[src/bss_pkg.sv]
// Shared constants, codes and the cell command type of the bounded sequence store.
package bss_pkg;

	// Default number of entries the sequence can hold.
	localparam int CAPACITY_DEF = 16;
	// Largest supported capacity; sets the width of the count carried to the cells.
	localparam int CAPACITY_MAX = 64;
	localparam int CNT_W = $clog2(CAPACITY_MAX + 1);

	// Field widths of a request and a result.
	localparam int OP_W = 2;
	localparam int VAL_W = 32;
	localparam int POS_W = 8;
	localparam int STAT_W = 2;

	// Operation codes.
	localparam logic [OP_W-1:0] OP_INS_FRONT = 2'd0;
	localparam logic [OP_W-1:0] OP_INS_BACK = 2'd1;
	localparam logic [OP_W-1:0] OP_DELETE = 2'd2;

	// Status codes repeated on every result of a listing.
	localparam logic [STAT_W-1:0] STAT_DONE = 2'd0;
	localparam logic [STAT_W-1:0] STAT_FULL = 2'd1;
	localparam logic [STAT_W-1:0] STAT_RANGE = 2'd2;

	// What every cell does in a cycle.
	localparam int MODE_W = 3;
	localparam logic [MODE_W-1:0] MODE_HOLD = 3'd0;
	localparam logic [MODE_W-1:0] MODE_INS_FRONT = 3'd1;
	localparam logic [MODE_W-1:0] MODE_INS_BACK = 3'd2;
	localparam logic [MODE_W-1:0] MODE_DELETE = 3'd3;
	localparam logic [MODE_W-1:0] MODE_ROTATE = 3'd4;

	// Command broadcast to the whole row of cells.
	typedef struct packed {
		logic [MODE_W-1:0] mode;
		logic [CNT_W-1:0] count;
		logic [POS_W-1:0] pos;
		logic [VAL_W-1:0] val;
	} cell_cmd_t;

endpackage

[src/bounded_sequence_store_unit.sv]
// Top level of the bounded sequence store: request decode, cell row and result listing.
//
// The block keeps up to CAPACITY signed 32-bit entries in a row of cells, front in cell 0.
// Each request inserts at the front, inserts at the back or deletes at a position; the
// change is made in the cycle the request is accepted. The whole sequence is then listed,
// one result per cycle unless m_tready holds the output, by rotating the occupied cells
// toward the front and reading cell 0; after a full turn the row is back in order. An empty
// list gives a single result. A new request is accepted as soon as the last result of the
// listing sits in the output register.
module bounded_sequence_store_unit
	import bss_pkg::*;
#(
	parameter int CAPACITY = CAPACITY_DEF
) (
	input logic clk,
	input logic arst_n,
	input logic s_tvalid,
	output logic s_tready,
	// operation [1:0], value [33:2], position [41:34], zero fill [47:42]
	input logic [47:0] s_tdata,
	output logic m_tvalid,
	input logic m_tready,
	// element [31:0]
	output logic [31:0] m_tdata,
	// element_valid [0], status [2:1]
	output logic [2:0] m_tuser,
	output logic m_tlast
);

	localparam int CW = $clog2(CAPACITY + 1);
	localparam logic [CW-1:0] CAP_C = CW'(CAPACITY);
	localparam logic S_IDLE = 1'b0;
	localparam logic S_LIST = 1'b1;

	logic state_q;
	logic [CW-1:0] count_q;
	logic [CW-1:0] idx_q;
	logic [STAT_W-1:0] status_q;
	logic m_valid_q;
	logic [VAL_W-1:0] elem_q;
	logic evalid_q;
	logic [STAT_W-1:0] out_status_q;
	logic last_q;

	logic [OP_W-1:0] req_op;
	logic [VAL_W-1:0] req_val;
	logic [POS_W-1:0] req_pos;
	logic accept;
	logic load;
	logic is_empty;
	logic is_last;
	logic [STAT_W-1:0] status_d;
	logic [CW-1:0] count_d;
	cell_cmd_t cmd;
	logic [VAL_W-1:0] cell_data [CAPACITY];

	assign req_op = s_tdata[1:0];
	assign req_val = s_tdata[33:2];
	assign req_pos = s_tdata[41:34];

	assign s_tready = (state_q == S_IDLE);
	assign accept = s_tvalid && s_tready;
	assign load = (state_q == S_LIST) && (!m_valid_q || m_tready);
	assign is_empty = (count_q == '0);
	assign is_last = is_empty || ((idx_q + CW'(1)) == count_q);

	// Decode the request into a status, a new count and a command for the cells.
	always_comb begin
		status_d = STAT_DONE;
		count_d = count_q;
		cmd.mode = MODE_HOLD;
		cmd.count = CNT_W'(count_q);
		cmd.pos = req_pos;
		cmd.val = req_val;
		if (accept) begin
			case (req_op)
				OP_INS_FRONT, OP_INS_BACK: begin
					if (count_q == CAP_C) begin
						status_d = STAT_FULL;
					end else begin
						count_d = count_q + CW'(1);
						cmd.mode = (req_op == OP_INS_FRONT) ? MODE_INS_FRONT : MODE_INS_BACK;
					end
				end
				OP_DELETE: begin
					if (req_pos >= POS_W'(count_q)) begin
						status_d = STAT_RANGE;
					end else begin
						count_d = count_q - CW'(1);
						cmd.mode = MODE_DELETE;
					end
				end
				default: begin
					status_d = STAT_DONE;
				end
			endcase
		end else if (load && !is_empty) begin
			cmd.mode = MODE_ROTATE;
		end
	end

	// Row of cells holding the sequence.
	for (genvar i = 0; i < CAPACITY; i++) begin : g_cell
		logic [VAL_W-1:0] left_w;
		logic [VAL_W-1:0] right_w;
		if (i == 0) begin : g_first
			assign left_w = '0;
		end else begin : g_mid_l
			assign left_w = cell_data[i-1];
		end
		if (i == CAPACITY - 1) begin : g_end
			assign right_w = '0;
		end else begin : g_mid_r
			assign right_w = cell_data[i+1];
		end
		bss_cell #(
			.IDX(i)
		) u_cell (
			.clk(clk),
			.cmd(cmd),
			.left_data(left_w),
			.right_data(right_w),
			.front_data(cell_data[0]),
			.data(cell_data[i])
		);
	end

	// Control: sequence count, listing position and request state.
	always_ff @(posedge clk or negedge arst_n) begin
		if (!arst_n) begin
			state_q <= S_IDLE;
			count_q <= '0;
			idx_q <= '0;
			status_q <= STAT_DONE;
			m_valid_q <= 1'b0;
		end else begin
			count_q <= count_d;
			if (accept) begin
				status_q <= status_d;
				idx_q <= '0;
				state_q <= S_LIST;
			end else if (load) begin
				if (is_last) begin
					idx_q <= '0;
					state_q <= S_IDLE;
				end else begin
					idx_q <= idx_q + CW'(1);
				end
			end
			if (load) begin
				m_valid_q <= 1'b1;
			end else if (m_tready) begin
				m_valid_q <= 1'b0;
			end
		end
	end

	// Output register with the front cell's entry.
	always_ff @(posedge clk) begin
		if (load) begin
			elem_q <= is_empty ? '0 : cell_data[0];
			evalid_q <= !is_empty;
			out_status_q <= status_q;
			last_q <= is_last;
		end
	end

	assign m_tvalid = m_valid_q;
	assign m_tdata = elem_q;
	assign m_tuser = {out_status_q, evalid_q};
	assign m_tlast = last_q;

endmodule

[src/bss_cell.sv]
// One storage cell of the sequence row; it takes data from a neighbor, the front cell or the new value.
module bss_cell
	import bss_pkg::*;
#(
	parameter int IDX = 0
) (
	input logic clk,
	input cell_cmd_t cmd,
	input logic [VAL_W-1:0] left_data,
	input logic [VAL_W-1:0] right_data,
	input logic [VAL_W-1:0] front_data,
	output logic [VAL_W-1:0] data
);

	localparam logic [CNT_W-1:0] IDX_C = CNT_W'(IDX);
	localparam logic [CNT_W-1:0] NXT_C = CNT_W'(IDX + 1);
	localparam logic [POS_W-1:0] IDX_P = POS_W'(IDX);

	logic [VAL_W-1:0] entry_q;
	logic [VAL_W-1:0] entry_d;

	// Select the next content of this cell from the broadcast command.
	always_comb begin
		entry_d = entry_q;
		case (cmd.mode)
			MODE_INS_FRONT: begin
				if (IDX == 0) begin
					entry_d = cmd.val;
				end else if (IDX_C <= cmd.count) begin
					entry_d = left_data;
				end
			end
			MODE_INS_BACK: begin
				if (IDX_C == cmd.count) begin
					entry_d = cmd.val;
				end
			end
			MODE_DELETE: begin
				if (IDX_P >= cmd.pos && NXT_C < cmd.count) begin
					entry_d = right_data;
				end
			end
			MODE_ROTATE: begin
				if (NXT_C < cmd.count) begin
					entry_d = right_data;
				end else if (NXT_C == cmd.count) begin
					entry_d = front_data;
				end
			end
			default: begin
				entry_d = entry_q;
			end
		endcase
	end

	// Entry storage.
	always_ff @(posedge clk) begin
		entry_q <= entry_d;
	end

	assign data = entry_q;

endmodule

[config.mk]
export PLATFORM = sky130hd
export DESIGN_NAME = bounded_sequence_store_unit
export DESIGN_NICKNAME = d
export VERILOG_FILES = /design/src/bss_pkg.sv /design/src/bounded_sequence_store_unit.sv /design/src/bss_cell.sv
export SDC_FILE = /design/constraint.sdc
export NUM_CORES = 2
export LEC_CHECK = 0
export BUFFER_PORTS_ARGS = -buffer_cell sky130_fd_sc_hd__buf_2
export CELL_PAD_IN_SITES_DETAIL_PLACEMENT = 0
export CELL_PAD_IN_SITES_GLOBAL_PLACEMENT = 1
export CORE_MARGIN = 2
export CORE_UTILIZATION = 55
export CTS_CLUSTER_SIZE = 8
export DETAILED_ROUTE_END_ITERATION = 10
export HOLD_SLACK_MARGIN = 0.1
export PLACE_DENSITY = 0.95
export SLEW_MARGIN = 5
export SYNTH_ARGS = -nofsm -noshare
export SYNTH_HDL_FRONTEND = slang
export SYNTH_SLANG_ARGS = --single-unit
[constraint.sdc]
create_clock -name clk -period 13.3 [get_ports clk]
set_clock_uncertainty 0.2 [all_clocks]
set_input_delay 2.66 -clock clk [delete_from_list [all_inputs] [get_ports clk]]
set_output_delay 2.66 -clock clk [all_outputs]
set_load 0.01 [all_outputs]
# Yosys cells after proc, flatten, opt, wreduce, memory -nomap -nowiden
# Index checks and enable logic that the tools add are counted.
[classes] addsub=3 n_reduce_logical=50 n_bitwise=1 order_cmp=48 eq_ne=89 n_mux=114
[op_table] operator="$mux 32" n=78
[op_table] operator="$pmux 32 s4" n=16
[op_table] operator="$ne 2x1->1 const B" n=48
[op_table] operator="$reduce_and 5->1" n=15
[op_table] operator="$ge 4x8->1 const A" n=8
[op_table] operator="$ne 3x1->1 const B" n=15
[op_table] operator="$eq 4x5->1 const A" n=8
[op_table] operator="$le 4x5->1 const A" n=8
[op_table] operator="$lt 4x5->1 const A" n=8
[op_table] operator="$ge 3x8->1 const A" n=4
[op_table] operator="$mux 5" n=5
[op_table] operator="$eq 3x5->1 const A" n=4
[op_table] operator="$le 3x5->1 const A" n=4
[op_table] operator="$lt 3x5->1 const A" n=4
[op_table] operator="$logic_and 1x1->1" n=19
[op_table] operator="$ge 1x8->1 const A" n=2
[op_table] operator="$ge 2x8->1 const A" n=2
[op_table] operator="$add 5x1->5 const B" n=2
[op_table] operator="$eq 2x5->1 const A" n=2
[op_table] operator="$le 2x5->1 const A" n=2
[op_table] operator="$lt 2x5->1 const A" n=2
[op_table] operator="$pmux 5 s2" n=1
[op_table] operator="$ge 8x5->1" n=1
[op_table] operator="$mux 2" n=4
[op_table] operator="28 further kinds" n=43
[totals] regBits=562 in_bits=52

# Depth between registers and ports, before layout
[depth] depth_word=9 depth_mapped=13

# By module
# From an unflattened synthesis, not the netlist that was laid out.
[unflattened] hier_cells=4178 area_unflattened_um2=42371.9
[modules_own_cells] module="bss_cell at g_cell[3].u_cell" instances=1 cells_each=311 area_each_um2=2815.2
[modules_own_cells] module="bss_cell at g_cell[2].u_cell" instances=1 cells_each=262 area_each_um2=2805.2
[modules_own_cells] module="bss_cell at g_cell[8].u_cell" instances=1 cells_each=267 area_each_um2=2787.7
[modules_own_cells] module="bss_cell at g_cell[10].u_cell" instances=1 cells_each=234 area_each_um2=2685.1
[modules_own_cells] module="bss_cell at g_cell[11].u_cell" instances=1 cells_each=237 area_each_um2=2672.6
[modules_own_cells] module="bss_cell at g_cell[4].u_cell" instances=1 cells_each=267 area_each_um2=2653.8
[modules_own_cells] module="bss_cell at g_cell[15].u_cell" instances=1 cells_each=301 area_each_um2=2637.5
[modules_own_cells] module="bss_cell at g_cell[5].u_cell" instances=1 cells_each=272 area_each_um2=2572.5
[modules_own_cells] module="bss_cell at g_cell[9].u_cell" instances=1 cells_each=240 area_each_um2=2458.6
[modules_own_cells] module="bss_cell at g_cell[6].u_cell" instances=1 cells_each=268 area_each_um2=2451.1
[modules_own_cells] module="bss_cell at g_cell[1].u_cell" instances=1 cells_each=235 area_each_um2=2449.8
[modules_own_cells] module="bss_cell at g_cell[7].u_cell" instances=1 cells_each=236 area_each_um2=2432.3
[modules_own_cells] module="bss_cell at g_cell[14].u_cell" instances=1 cells_each=239 area_each_um2=2362.3
[modules_own_cells] module="bss_cell at g_cell[12].u_cell" instances=1 cells_each=235 area_each_um2=2338.5
[modules_own_cells] module="+3 rows"

# Worst setup path after synthesis
# Ideal clock, no wire load.
[synth_timing] kind="input to register" start="input port s_tdata[35]" end="register g_cell[10].u_cell.entry_q[0], enable pin" t_arrival_ns=6.691 slack_ns=5.935 path_buffers=2 stages=8 cell_sequence="ha_1 -> nor2b_1 -> o211a_1 -> o31a_1 -> buf_2 -> o211a_1 -> buf_2 -> a221oi_1"
[synth_between] elab_chain_cells=7 word_cells_on_any_way=16
[synth_lines] item="start: declaration" line="bounded_sequence_store_unit.sv:20" text="input logic [47:0] s_tdata,"
[synth_lines] item="$ge 8x5->1" line="bounded_sequence_store_unit.sv:86" text="if (req_pos >= POS_W'(count_q)) begin"
[synth_lines] item="$mux 2" line="bounded_sequence_store_unit.sv:86"
[synth_lines] item="$pmux 2 s2" line="bounded_sequence_store_unit.sv:76" text="case (req_op)"
[synth_lines] item="$mux 3" line="bounded_sequence_store_unit.sv:75" text="if (accept) begin"
[synth_lines] item="$eq 3x3->1 (tied with other cells)" line="bss_cell.sv:25" text="case (cmd.mode)"
[synth_lines] item="$ne 3x1->1 (no source line) (tied with other cells)"
[synth_lines] item="$reduce_and 5->1 (no source line) *"
[synth_lines] item="end signal: assignment" line="bss_cell.sv:58" text="entry_q <= entry_d;"
[synth_lines] item="end: declaration" line="bss_cell.sv:19" text="logic [VAL_W-1:0] entry_q;"
# Every way passes the cells marked *; elsewhere a longest branch is shown, timed or not.
# A chain may end at the register's enable or synchronous reset.

# Final worst setup path
[layout_timing] start="input port s_tdata[35]" end="register g_cell[2].u_cell.entry_q[20], data pin"
[layout_between] elab_chain_cells=6 word_cells_on_any_way=9
[layout_lines] item="$ge 8x5->1 *" line="bounded_sequence_store_unit.sv:86"
[layout_lines] item="$mux 2 *" line="bounded_sequence_store_unit.sv:86"
[layout_lines] item="$pmux 2 s2 *" line="bounded_sequence_store_unit.sv:76"
[layout_lines] item="$mux 3 *" line="bounded_sequence_store_unit.sv:75"
[layout_lines] item="$eq 3x3->1 (tied with other cells)" line="bss_cell.sv:25"
[layout_lines] item="$pmux 32 s4 *" line="bss_cell.sv:25"
[layout_lines] item="net g_cell[2].u_cell.entry_d[20]" line="bss_cell.sv:20" text="logic [VAL_W-1:0] entry_d;"
[layout_lines] item="end signal: assignment" line="bss_cell.sv:58"
[layout_lines] item="end: declaration" line="bss_cell.sv:19"
# The timed path passes the listed nets; every way through them passes the cells marked *.

==> impl_metrics.toml <==
[outcome]
status = "completed"

[final_layout]
multiInputGateArea_sq_um = 10800
post-route-util = 0.610
fillers = 4096
n_antenna_cell = 0
area_growth_pct = 9.07
register_area_sq_um = 16800
nets = 2532
drive_gt1_frac = 0.127

[route]
num_vias = 23129
routedWlPerCell_microns = 27.8
post_drt_via_cell_ratio = 7.32
remaining_drc_errors = 0
drt_iter0_markers = 3673
ant_nets = 0
drtPass1Iterations = 9
routed_wl_microns = 87800

[placed_design]
io_buffers = 83
routabilityCongestion = 0.909
pre_cts_ws_ps = 6500
post-dp-hpwl_microns = 43900

[cts]
root_buffer = "clkbuf_16"
post_cts_buffers = 0
cts_max_level = 3
cts_resized = 0
cts_hold_buffers = 0
clkSlewWorstSetupHoldPaths_ps = 50
cts_tree = "built"
numCtsBuffers = 80
clk_latency_ps = 630
clk_path_buf_depth = 3
clock-sinks = 562

[power_and_ir_drop]
p_int_mw = 4.48
leakagePower_nw = 10.5
powerDensity_nw_per_um2 = 214
pwr-share-seq = 0.465
peakVddDrop_mv = 0.170
p_comb_frac = 0.263
p_switching_mw = 2.25
swShare = 0.335
clkPwrFrac = 0.272

[synth]
synth_flop_cell = "edfxtp_1"
syn_area_sq_um = 28800
yosysTopAreaCell = "edfxtp_1"
yosysUniqueCellTypes = 64
yosys.area.top_type_share = 0.571
netlist_instances = 2597
synth_edf_count = 548
synthArstFlopShare = 0.0249
synth_area_per_cell_sq_um = 11.1
synth_warnings = 0
synth.area.top_cells = "edfxtp_1 57%, a221oi_1 13%, a21oi_1 7.2%"
synth_fp_nets = 2660
yosysSeqAreaShare = 0.583
ys_seq_elements = 562

[timing]
finalWorstSetupSlack_ps = 6970
tns_ps = 0
hold_violations = 0
slew_viol_final = 0
max_freq_mhz = 158
timing.final.crit_share = 0.476
setup_viol = 0
max-slew-margin-rel = 0.0911
period_minus_slack_ps = 6330
hold_slack_ps = 250
worstMarginPinSlew_ps = 1360
rsz0062_at_grt = "no"

[job]
maxCapViolCount = 0

[floorplanning]
start_util = 0.559
dieWidth_microns = 233
core-area_sq_um = 51500
dieArea_sq_um = 54200
io_pins = 90
num_rows = 83
dieHeight_microns = 233

[critical_path]
crit_path_top_delay_cell = "buf_12"
cp_common_cell = "buf_4"
crit_type = "primary input to flip-flop"
path_cells = "buf_2, ha_1, nor2b_1, o211a_1, o31a_2, buf_4, o211ai_4, buf_4, buf_12, a21oi_1"
crit_arrival_ps = 6420
crit_fanout = 316
start_kind = "primary input"
critPathCaptureType = "flip-flop"
cpPeakStageDelay_ps = 770
crit_required_ps = 13400

[grt]
grt_overflow = 0
grt_pass1_wl_microns = 133000
track_usage = 0.321
grt_antenna_before_repair = 2
grt_pass1_vias = 21809
grt_max_degree = 317

[worst_hold_path]
min_path_type = "flip-flop to flip-flop"
## cell usage after synthesis (all sizes together) (8+ instances only)
library cell / n
nand2: 72
a221oi: 417
inv: 8
mux2: 33
a221o: 64
o22ai: 10
buf: 193
xnor2: 9
nor2: 436
a21oi: 417
nand3: 10
dfrtp: 14
ha: 11
nor3: 18
a31oi: 12
clkbuf: 149
and2: 65
o21ai: 38
edfxtp: 548
## layout by cell type (no fill, tap or decap), types with 5 or more instances in the layout
cell type	synthesis	routed
buf_2	160	83
nor2_4	0	16
nor3_1	17	5
edfxtp_1	548	548
a31oi_1	12	12
o22ai_1	9	9
a221o_1	64	64
a221oi_1	417	416
o21ai_4	0	12
clkbuf_1	147	5
ha_1	11	11
nor2b_1	5	5
nand2_1	72	72
inv_1	7	7
dfrtp_1	14	14
xnor2_1	9	9
o21ai_0	24	24
a22o_1	5	5
and2_1	64	63
nor2_1	436	420
mux2_2	33	33
nand2b_1	7	7
nand3_1	9	9
nor3_2	1	13
a21oi_1	415	415
clkbuf_16	0	82
buf_4	20	47
## critical path: cells and delay by family
family	cells	cell delay [ps]
AOI/OAI and AO/OA	4	960
adders and majority gates	1	280
and+or+nand+nor	1	140
buffers and inverters	4	1950
## kinds of logic after synthesis
family / after synthesis / synth area share
buf+inv: 352 / 0.0560
flops: 562 / 0.583
fa+ha+maj: 11 / 0.00478
xor+xnor: 14 / 0.00473
mux: 33 / 0.0129
compound gates: 994 / 0.245
simple gates: 631 / 0.0935
## per-layer routing
metal	global-route usage	wire length (microns)	up-vias
met5	0	13	-
met1	0.431	32000	11120
met3	0.0808	11500	307
met2	0.499	40300	1766
met4	0.136	3920	2
li1	-	-	9934
## final timing paths
| path | from | endpoint | slack (ps) | depth (start not counted) |
|---|---|---|---|---|
| worst max-delay path | s_tdata[35] | g_cell[2].u_cell.data[20] | 6970 | 10 |
| worst min-delay path | status_q[0] | out_status_q[0] | 250 | 0 |
| worst max register to register | count_q[1] | g_cell[2].u_cell.data[20] | 7400 | 9 |
| worst min register to register | status_q[0] | out_status_q[0] | 250 | 0 |
| max in group asynchronous | arst_n | count_q[2] | 10910 | 1 |
| min in group asynchronous | arst_n | state_q | 1740 | 1 |
## layout make-up
| cell class | instances | area share |
|---|---|---|
| Sequential cell | 562 | 0.535 |
| Clock inverter | 6 | 0.00279 |
| Clock buffer | 87 | 0.0659 |
| Timing Repair Buffer | 132 | 0.0257 |
| Tap cell | 680 | 0.0271 |
| Inverter | 10 | 0.00119 |
| Multi-Input combinational cell | 1683 | 0.343 |
## state kept, by name (all words and copies together), names as in the netlist, 2 cells and up
signal	flops
g_cell.u_cell.data	512
m_tdata	32
count_q	5
idx_q	5
out_status_q	2
status_q	2
## power by group through the flow
stage	clock network, mW	registers (mW)	logic, mW
2_1_floorplan	0	2.97	1.32
3_3_place_gp	0	3.10	1.66
3_5_place_dp	0	3.14	1.72
4_1_cts	1.85	3.12	1.73
5_1_grt	1.91	3.20	1.91
6_report	1.83	3.13	1.77
## metrics by stage
step	std cells	total power [mW]	instance area, sq um
2_1_floorplan	2597	4.30	28800
3_3_place_gp	3067	4.76	29300
3_5_place_dp	3067	4.86	29300
4_1_cts	3160	6.70	31400
5_1_grt	3160	7.01	31400
6_report	3160	6.73	31400
No activity file was read; power rests on OpenSTA's default activity.
